==> src/odcs_pkg.sv <==
// Shared types, constants and helper functions for the OLED dimming color scale block.
package odcs_pkg;

  // Default backlight level width
  localparam int LEVEL_BITS_DEF = 10;

  // Configuration register widths and reset values
  localparam int           THR_W         = 7;
  localparam logic [6:0]   THR_RESET     = 7'd90;
  localparam logic         FE_RESET      = 1'b0;

  // Curve and gain constants
  localparam int           CURVE_LEN     = 66;
  localparam int           CURVE_W       = 9;
  localparam int           CURVE_IDX_W   = 7;
  localparam int           CURVE_SHIFT   = 7;    // gain = curve * 0x80
  localparam int           CURVE_MUL     = 65;   // CURVE_LEN - 1
  localparam int           MUL_SHIFT     = 6;    // x*65 = (x<<6) + x
  localparam logic [15:0]  SCALE_MIN     = 16'd2560;
  localparam logic [15:0]  SCALE_MAX     = 16'd32768;
  localparam int           GAIN_W        = 16;
  localparam int           DEPTH_W       = 4;

  // Backlight to gain curve, first entry at index 0
  localparam logic [CURVE_W-1:0] CURVE_TAB [0:CURVE_LEN-1] = '{
    9'd42,  9'd56,  9'd67,  9'd75,  9'd84,  9'd91,  9'd98,  9'd104, 9'd109, 9'd114,
    9'd119, 9'd124, 9'd128, 9'd133, 9'd136, 9'd140, 9'd143, 9'd146, 9'd150, 9'd152,
    9'd156, 9'd159, 9'd162, 9'd165, 9'd168, 9'd172, 9'd176, 9'd178, 9'd181, 9'd184,
    9'd187, 9'd189, 9'd192, 9'd194, 9'd196, 9'd199, 9'd202, 9'd204, 9'd206, 9'd209,
    9'd211, 9'd213, 9'd215, 9'd217, 9'd220, 9'd222, 9'd224, 9'd226, 9'd228, 9'd230,
    9'd233, 9'd236, 9'd237, 9'd239, 9'd241, 9'd241, 9'd243, 9'd245, 9'd246, 9'd249,
    9'd249, 9'd250, 9'd252, 9'd254, 9'd255, 9'd256
  };

  // Configuration register indexes
  typedef enum logic [0:0] {
    REG_DIM_THRESHOLD  = 1'b0,
    REG_FEATURE_ENABLE = 1'b1
  } cfg_reg_t;

  // Input kinds carried on in_tuser
  localparam logic MODE_LEVEL = 1'b0;
  localparam logic MODE_BLANK = 1'b1;

  // Sequencer states
  typedef enum logic [2:0] {
    S_IDLE,
    S_LOAD,
    S_DIV,
    S_MAP,
    S_DONE
  } state_t;

  // Highest step d in 8..1 with gain >= 2^(7+d), else 0
  function automatic logic [DEPTH_W-1:0] depth_for_gain(input logic [GAIN_W-1:0] g);
    logic [DEPTH_W-1:0] d;
    d = '0;
    for (int k = 1; k <= 8; k++) begin
      if ({1'b0, g} >= (17'd1 << (7 + k))) begin
        d = DEPTH_W'(k);
      end
    end
    return d;
  endfunction

endpackage

==> src/odcs_div.sv <==
// Restoring serial divider: one quotient bit per cycle on a shared subtractor.
module odcs_div import odcs_pkg::*; #(
  parameter int NUM_W = LEVEL_BITS_DEF + 7,
  parameter int DEN_W = THR_W
) (
  input  logic             clk,
  input  logic             rst_n,
  input  logic             start,
  input  logic [NUM_W-1:0] num,
  input  logic [DEN_W-1:0] den,
  output logic [NUM_W-1:0] quo,
  output logic             done
);

  localparam int CNT_W = (NUM_W > 1) ? $clog2(NUM_W) : 1;

  logic [NUM_W-1:0] quo_r;
  logic [DEN_W:0]   rem_r;
  logic [DEN_W-1:0] den_r;
  logic [CNT_W-1:0] cnt_r;
  logic             busy_r;
  logic             done_r;

  logic [DEN_W:0]   trial;
  logic             fits;

  // One subtract and compare step
  assign trial = {rem_r[DEN_W-1:0], quo_r[NUM_W-1]};
  assign fits  = trial >= {1'b0, den_r};

  // Control
  always_ff @(posedge clk) begin
    if (!rst_n) begin
      busy_r <= 1'b0;
      done_r <= 1'b0;
      cnt_r  <= '0;
    end else begin
      done_r <= 1'b0;
      if (start) begin
        busy_r <= 1'b1;
        cnt_r  <= '0;
      end else if (busy_r) begin
        if (cnt_r == CNT_W'(NUM_W - 1)) begin
          busy_r <= 1'b0;
          done_r <= 1'b1;
        end
        cnt_r <= cnt_r + 1'b1;
      end
    end
  end

  // Datapath
  always_ff @(posedge clk) begin
    if (start) begin
      quo_r <= num;
      rem_r <= '0;
      den_r <= den;
    end else if (busy_r) begin
      quo_r <= {quo_r[NUM_W-2:0], fits};
      rem_r <= fits ? (trial - {1'b0, den_r}) : trial;
    end
  end

  assign quo  = quo_r;
  assign done = done_r;

endmodule

==> src/oled_dim_backlight_to_color_scale_top.sv <==
// Top level: backlight request handling, sequencer, curve mapping and result register.
//
// Usage:
//   Input beats on in_*: in_tuser is the kind (0 backlight level request,
//   1 panel blank event); in_tdata carries level and blank_now.
//   Every input beat yields exactly one output beat on out_*; out_tuser is
//   push_valid and out_tdata carries level_out and the color settings.
//   dim_threshold and feature_enable are written on the cfg_* port while idle.
// Sequencing:
//   A beat without a push goes from idle through the done state into the
//   output register; in_tready returns as the result is loaded there.
//   A beat with a push goes through the load state, the serial divider by
//   threshold-1, one quotient bit per cycle over LEVEL_BITS+7 quotient bits,
//   the map state (curve lookup and clamp) and the done state into the
//   output register; the next beat is taken when idle again. One beat is
//   in work at a time; in_tready is high only when the sequencer is idle.
// Reset: configuration returns to threshold 90 and feature off, scaling and
//   blank state are cleared, the output register is empty.
// Stall: a finished result waits in the output register; the next input beat
//   is taken and worked meanwhile and waits in turn until the register frees.
module oled_dim_backlight_to_color_scale_top import odcs_pkg::*; #(
  parameter int LEVEL_BITS = LEVEL_BITS_DEF,
  localparam int IN_DW     = ((LEVEL_BITS + 1 + 7) / 8) * 8,
  localparam int OUT_FW    = LEVEL_BITS + GAIN_W + DEPTH_W + 2,
  localparam int OUT_DW    = ((OUT_FW + 7) / 8) * 8
) (
  input  logic              clk,
  input  logic              rst_n,
  // Configuration write port
  input  logic              cfg_we,
  input  logic [0:0]        cfg_addr,
  input  logic [THR_W-1:0]  cfg_wdata,
  // Input stream
  input  logic              in_tvalid,
  output logic              in_tready,
  input  logic [IN_DW-1:0]  in_tdata,   // level, blank_now, zero pad
  input  logic              in_tuser,   // mode
  // Output stream
  output logic              out_tvalid,
  input  logic              out_tready,
  output logic [OUT_DW-1:0] out_tdata,  // level_out, color_scale, dither_depth,
                                        // scale_on, dither_on, zero pad
  output logic              out_tuser   // push_valid
);

  localparam int NUM_W = LEVEL_BITS + 7;

  // Configuration and persistent state
  logic [THR_W-1:0] thr_r;
  logic             fe_r;
  logic             scaling_r;
  logic             blanked_r;

  // Per-item working registers
  state_t                state_r, state_nxt;
  logic [LEVEL_BITS-1:0] lvl_out_r;
  logic [LEVEL_BITS-1:0] lvl_map_r;
  logic                  push_r;
  logic                  on_r;
  logic                  dith_r;
  logic [GAIN_W-1:0]     gain_r;
  logic [DEPTH_W-1:0]    depth_r;

  // Output register
  logic              out_valid_r;
  logic [OUT_DW-1:0] out_data_r;
  logic              out_user_r;

  // Decoded input beat
  logic                  in_acc;
  logic                  in_mode;
  logic [LEVEL_BITS-1:0] in_lvl;
  logic                  in_blank;
  logic [LEVEL_BITS-1:0] thr_ext;
  logic                  qualify;
  logic                  do_push;

  // Sequencer outputs
  logic div_start;
  logic out_load;

  // Divider interface
  logic [NUM_W-1:0] num;
  logic [NUM_W-1:0] lvl_m1;
  logic [NUM_W-1:0] quo;
  logic             div_done;

  // Curve mapping
  logic [CURVE_IDX_W-1:0] idx0;
  logic [GAIN_W-1:0]      gain_raw;
  logic [GAIN_W-1:0]      gain_clamped;

  assign in_mode  = in_tuser;
  assign in_lvl   = in_tdata[LEVEL_BITS-1:0];
  assign in_blank = in_tdata[LEVEL_BITS];
  assign thr_ext  = LEVEL_BITS'(thr_r);
  assign in_acc   = in_tvalid && in_tready;

  // Request decision
  assign qualify = fe_r && (in_lvl != '0) && (in_lvl < thr_ext) && !blanked_r;
  assign do_push = (in_mode == MODE_LEVEL) && (in_lvl != '0) && (qualify || scaling_r);

  // Next state
  always_comb begin
    state_nxt = state_r;
    unique case (state_r)
      S_IDLE: if (in_acc) state_nxt = do_push ? S_LOAD : S_DONE;
      S_LOAD: state_nxt = S_DIV;
      S_DIV:  if (div_done) state_nxt = S_MAP;
      S_MAP:  state_nxt = S_DONE;
      S_DONE: if (out_load) state_nxt = S_IDLE;
      default: state_nxt = S_IDLE;
    endcase
  end

  // Sequencer outputs
  always_comb begin
    in_tready = 1'b0;
    div_start = 1'b0;
    out_load  = 1'b0;
    unique case (state_r)
      S_IDLE: in_tready = 1'b1;
      S_LOAD: div_start = 1'b1;
      S_DONE: out_load  = !out_valid_r || out_tready;
      default: ;
    endcase
  end

  // Numerator (level-1)*65, zero for level zero
  assign lvl_m1 = NUM_W'(lvl_map_r) - NUM_W'(1);
  assign num    = (lvl_map_r == '0) ? '0 : ((lvl_m1 << MUL_SHIFT) + lvl_m1);

  odcs_div #(
    .NUM_W (NUM_W),
    .DEN_W (THR_W)
  ) u_div (
    .clk   (clk),
    .rst_n (rst_n),
    .start (div_start),
    .num   (num),
    .den   (thr_r - 1'b1),
    .quo   (quo),
    .done  (div_done)
  );

  // Curve index saturates to full scale; threshold of one or less also lands there
  assign idx0 = ((thr_r <= THR_W'(1)) || (quo >= NUM_W'(CURVE_MUL)))
              ? CURVE_IDX_W'(CURVE_LEN - 1) : quo[CURVE_IDX_W-1:0];
  assign gain_raw = {CURVE_TAB[idx0], CURVE_SHIFT'(0)};
  always_comb begin
    gain_clamped = gain_raw;
    if (gain_raw < SCALE_MIN) gain_clamped = SCALE_MIN;
    if (gain_raw > SCALE_MAX) gain_clamped = SCALE_MAX;
  end

  // Control registers
  always_ff @(posedge clk) begin
    if (!rst_n) begin
      state_r     <= S_IDLE;
      thr_r       <= THR_RESET;
      fe_r        <= FE_RESET;
      scaling_r   <= 1'b0;
      blanked_r   <= 1'b0;
      out_valid_r <= 1'b0;
    end else begin
      state_r <= state_nxt;
      if (cfg_we) begin
        unique case (cfg_reg_t'(cfg_addr))
          REG_DIM_THRESHOLD:  thr_r <= cfg_wdata;
          REG_FEATURE_ENABLE: fe_r  <= cfg_wdata[0];
          default: ;
        endcase
      end
      if (in_acc) begin
        if (in_mode == MODE_BLANK) begin
          blanked_r <= in_blank;
        end else if (in_lvl != '0) begin
          if (qualify) scaling_r <= 1'b1;
          else         scaling_r <= 1'b0;
        end
      end
      if (out_load)                       out_valid_r <= 1'b1;
      else if (out_valid_r && out_tready) out_valid_r <= 1'b0;
    end
  end

  // Item payload captured at accept; gain and depth captured in the map state
  always_ff @(posedge clk) begin
    if (in_acc) begin
      push_r    <= do_push;
      on_r      <= qualify;
      dith_r    <= fe_r && !blanked_r;
      lvl_map_r <= qualify ? in_lvl : thr_ext;
      if (in_mode == MODE_BLANK) lvl_out_r <= '0;
      else if (qualify)          lvl_out_r <= thr_ext;
      else                       lvl_out_r <= in_lvl;
    end
    if (state_r == S_MAP) begin
      gain_r  <= gain_clamped;
      depth_r <= depth_for_gain(gain_clamped);
    end
  end

  // Output register load
  always_ff @(posedge clk) begin
    if (out_load) begin
      out_user_r <= push_r;
      out_data_r <= OUT_DW'({
        push_r ? dith_r  : 1'b0,
        push_r ? on_r    : 1'b0,
        push_r ? depth_r : {DEPTH_W{1'b0}},
        push_r ? gain_r  : {GAIN_W{1'b0}},
        lvl_out_r
      });
    end
  end

  assign out_tvalid = out_valid_r;
  assign out_tdata  = out_data_r;
  assign out_tuser  = out_user_r;

endmodule
==> config.mk <==
export PLATFORM = sky130hd
export DESIGN_NAME = oled_dim_backlight_to_color_scale_top
export DESIGN_NICKNAME = d
export VERILOG_FILES = /design/src/odcs_pkg.sv /design/src/odcs_div.sv /design/src/oled_dim_backlight_to_color_scale_top.sv
export SDC_FILE = /design/constraint.sdc
export NUM_CORES = 1
export LEC_CHECK = 0
export ABC_AREA = 1
export BUFFER_PORTS_ARGS = -buffer_cell sky130_fd_sc_hd__buf_4
export CORE_UTILIZATION = 60
export CTS_CLUSTER_DIAMETER = 100
export DETAILED_ROUTE_END_ITERATION = 10
export PLACE_DENSITY = 0.89
export SLEW_MARGIN = 20
export SYNTH_ARGS = -nofsm -noshare
export SYNTH_HDL_FRONTEND = slang
export SYNTH_SLANG_ARGS = --single-unit
==> constraint.sdc <==
create_clock -name clk -period 4.5 [get_ports clk]
set_input_delay 0.45 -clock clk [delete_from_list [all_inputs] [get_ports clk]]
set_output_delay 0.45 -clock clk [all_outputs]
set_load 0.02 [all_outputs]
==> summary.md <==
| Metric | Value |
|---|---|
| Port Buffers | 52 |
| Clock group share of total power | 40.4% |
| Post-synthesis register bit count | 114 |
| Max-Cap Viols | 0 |
| Library cells used by synthesis | 49 |
| Root Buffer | clkbuf_8 |
| CP max stage delay | 420 ps |
| Peak VDD IR | 0.313 mV |
| Synthesized area per cell | 8.91 um2 |
| Tot GR Track Use | 29.7% |
| Routed WL per cell | 16.5 um |
| Hold slack | 140 ps |
| Synth warn | 0 |
| Cell-by-cell trace of the critical path | inv_1, nand2_1, nor2_1, nand2_1, nor3_1, nor3b_1, xor2_1, ha_1, nand2_1, inv_1, nand4_1, and3_1, nor2_1, nor2_1, o21bai_1, nand2_1, nand2_1, a21oi_1, xnor2_1, nand2_1, nand2_1 |
| Final hold vios | 0 |
| Measured slew at the worst slew-check pin | 882 ps |
| Int Pwr | 2.14 mW |
| IO Count | 65 |
| Fin crit period | 3610 ps |
| RSZ-0062 raised after global routing | no |
| Max FO, Critical Path | 6 |
| CTS max path bufs | 2 |
| Status | complete, no violations |
| HPWL after DPL | 10800 um |
| Most common cell after layout, fill and taps aside | nand2_1 |
| Worst hold path class | in2reg |
| DIE HEIGHT | 106 um |
| Post-route setup slack | 887 ps |
| Arrival time worst endpoint | 3900 ps |
| CTS tree | built |
| R2r setup slk | 890 ps |
| Post_cts resized | 0 |
| Largest net degree at the start of global routing | 32 |
| Period utilization | 80.3% |
| Vias per inst | 5.76 |
| Initial antenna violation count | 0 |
| Wire length of the first global-routing pass | 25700 um |
| Starting DRT DRC Count | 444 |
| Fmax | 277 MHz |
| Remaining routing DRC violations | 0 |
| Post-route insts no fill | 939 |
| Vias in the first global route | 5492 |
| Final Wtd Congestion | 0.889 |
| Most frequent CP cell | nand2_1 |
| Starting Density | 62.2% |
| Reg power frac | 42.4% |
| Worst path required time | 4780 ps |
| Total CTS buffers | 17 |
| Net Sw Power | 0.913 mW |
| Register area share after synthesis | 48.5% |
| Post-CTS Setup Repair Bufs | 0 |
| Core area | 10400 um2 |
| Total grt overflow | 0 |
| Most frequent cells in the layout | nand2_1, inv_1, edfxtp_1 |
| Main synth FF type | edfxtp_1 |
| Placed Cells | 907 |
| Gate Count Post-Synth | 727 |
| Die W | 106 um |
| Ant. Diodes | 0 |
| Remaining antenna violation count after routing | 0 |
| Worst Setup End Kind | flip-flop |
| Clk_lat worst skew | 530 ps |
| Hold-fix buffer count after cts | 0 |
| Post-Syn Area | 6470 um2 |
| Fillers | 680 |
| CTS Sinks | 114 |
| Net Sw Frac | 29.9% |
| Final Skew | 5.92 ps |
| Final Max Slew Viols | 0 |
| Area grow syn2layout | 16.3% |
| Nets | 858 |
| EDFF count, synth | 86 |
| Clk pin slew, worst setup/hold paths | 60 ps |
| Die area | 11200 um2 |
| Layout cell share with drive strength beyond 1 | 15.2% |
| Worst setup SP type | flip-flop |
| Worst path slowest cell | edfxtp_1 |
| Setup WS pre-CTS | 1010 ps |
| Relative max-transition margin | 41.1% |
| Pwr Total | 3.05 mW |
| Num rows | 37 |
| DR pass1 iterations | 6 |
| Setup TNS | 0 ps |
| Power density cells | 405 nW/um2 |
| Leak pwr | 3.39 nW |
| Async S/R FF share, synth | 0% |
| Vias | 5411 |
| Post-Route WL | 15500 um |
| Setup violations, final | 0 |
| Crit Path Category | reg2reg |
| Combinational power share | 17.2% |
| H-tree depth | 4 |
-- worst paths after layout --
| kind | cells past startpoint | to | startpoint |
|---|---|---|---|
| hold / removal | 3 | thr_r[3] | cfg_wdata[3] |
| setup reg to reg | 21 | u_div.quo[15] | lvl_map_r[0] |
| setup / recovery | 21 | u_div.quo[15] | lvl_map_r[0] |
| hold reg to reg | 0 | out_tdata[7] | lvl_out_r[7] |
-- critical path: cells and delay by family (launching register included) --
family | cells | cell delay (ps)
AND/OR/NAND/NOR | 14 | 1760
XOR/XNOR | 2 | 430
flip-flops | 1 | 420
adder cells (fa/ha/maj) | 1 | 330
AO/OA/AOI/OAI | 2 | 220
buffers and inverters | 2 | 200
-- stage by stage --
step | utilization, % | area (um2)
floorplan | - | 6510
global placement | 67.0 | 6980
detailed placement | 67.0 | 6980
CTS | 72.3 | 7530
global route | 72.3 | 7530
finish | 72.3 | 7530
-- area by class of cell --
cell class / count / area (um2) / area share [%]
Clock buffer: 18 / 428 / 5.68
Clock inverter: 14 / 125 / 1.66
Inverter: 122 / 460 / 6.11
Multi-Input combinational cell: 480 / 2790 / 37.1
Sequential cell: 114 / 3140 / 41.7
Tap cell: 136 / 170 / 2.26
Timing Repair Buffer: 55 / 413 / 5.48
-- routing by layer --
layer / GRT usage (%) / share of wire [%] / vias up
met5: 0 / 0 / -
met4: 14.9 / 3.8 / 0
met3: 7.11 / 5.1 / 59
met2: 53.3 / 53 / 244
met1: 32.5 / 38 / 2548
li1: - / - / 2560
-- flip-flops by register name, summed over array words and instances (netlist names), 3 cells and up --
register     count
out_tdata       25
u_div.quo       17
lvl_map_r       10
lvl_out_r       10
gain_r           9
thr_r            7
u_div.den_r      7
u_div.rem_r      7
u_div.cnt_r      5
depth_r          4
state_r          3
-- kinds of logic after synthesis --
kind of cell / synth area share, %
AO/OA/AOI/OAI: 12.4
XOR/XNOR: 3.11
adder cells (fa/ha/maj): 7.57
buffers and inverters: 8.99
flip-flops: 48.5
other: 0.0579
AND/OR/NAND/NOR: 19.3
-- synth_stat cells (all sizes together), types with 3 or more instances --
| master | number | area [um2] |
|---|---|---|
| nand2 | 137 | 534 |
| a31oi | 5 | 31.3 |
| edfxtp | 86 | 2580 |
| nand3b | 3 | 22.5 |
| buf | 11 | 87.6 |
| nand4 | 4 | 31.3 |
| inv | 120 | 453 |
| xor2 | 16 | 140 |
| clkbuf | 9 | 33.8 |
| nor3 | 15 | 85.1 |
| o211ai | 7 | 52.6 |
| nor2 | 63 | 329 |
| dfxtp | 28 | 561 |
| xnor2 | 7 | 61.3 |
| ha | 36 | 450 |
| a21oi | 51 | 255 |
| o22ai | 13 | 81.3 |
| o21ai | 59 | 299 |
| nand3 | 36 | 210 |
-- power by group through the flow --
stage | Combinational (mW) | Sequential, mW | Clock [mW]
floorplan | 0.333 | 1.33 | 0
global route | 0.581 | 1.30 | 1.28
detailed placement | 0.503 | 1.31 | 0
CTS | 0.515 | 1.29 | 1.24
global placement | 0.476 | 1.31 | 0
finish | 0.523 | 1.29 | 1.23
No activity file was read; power rests on OpenSTA's default activity.
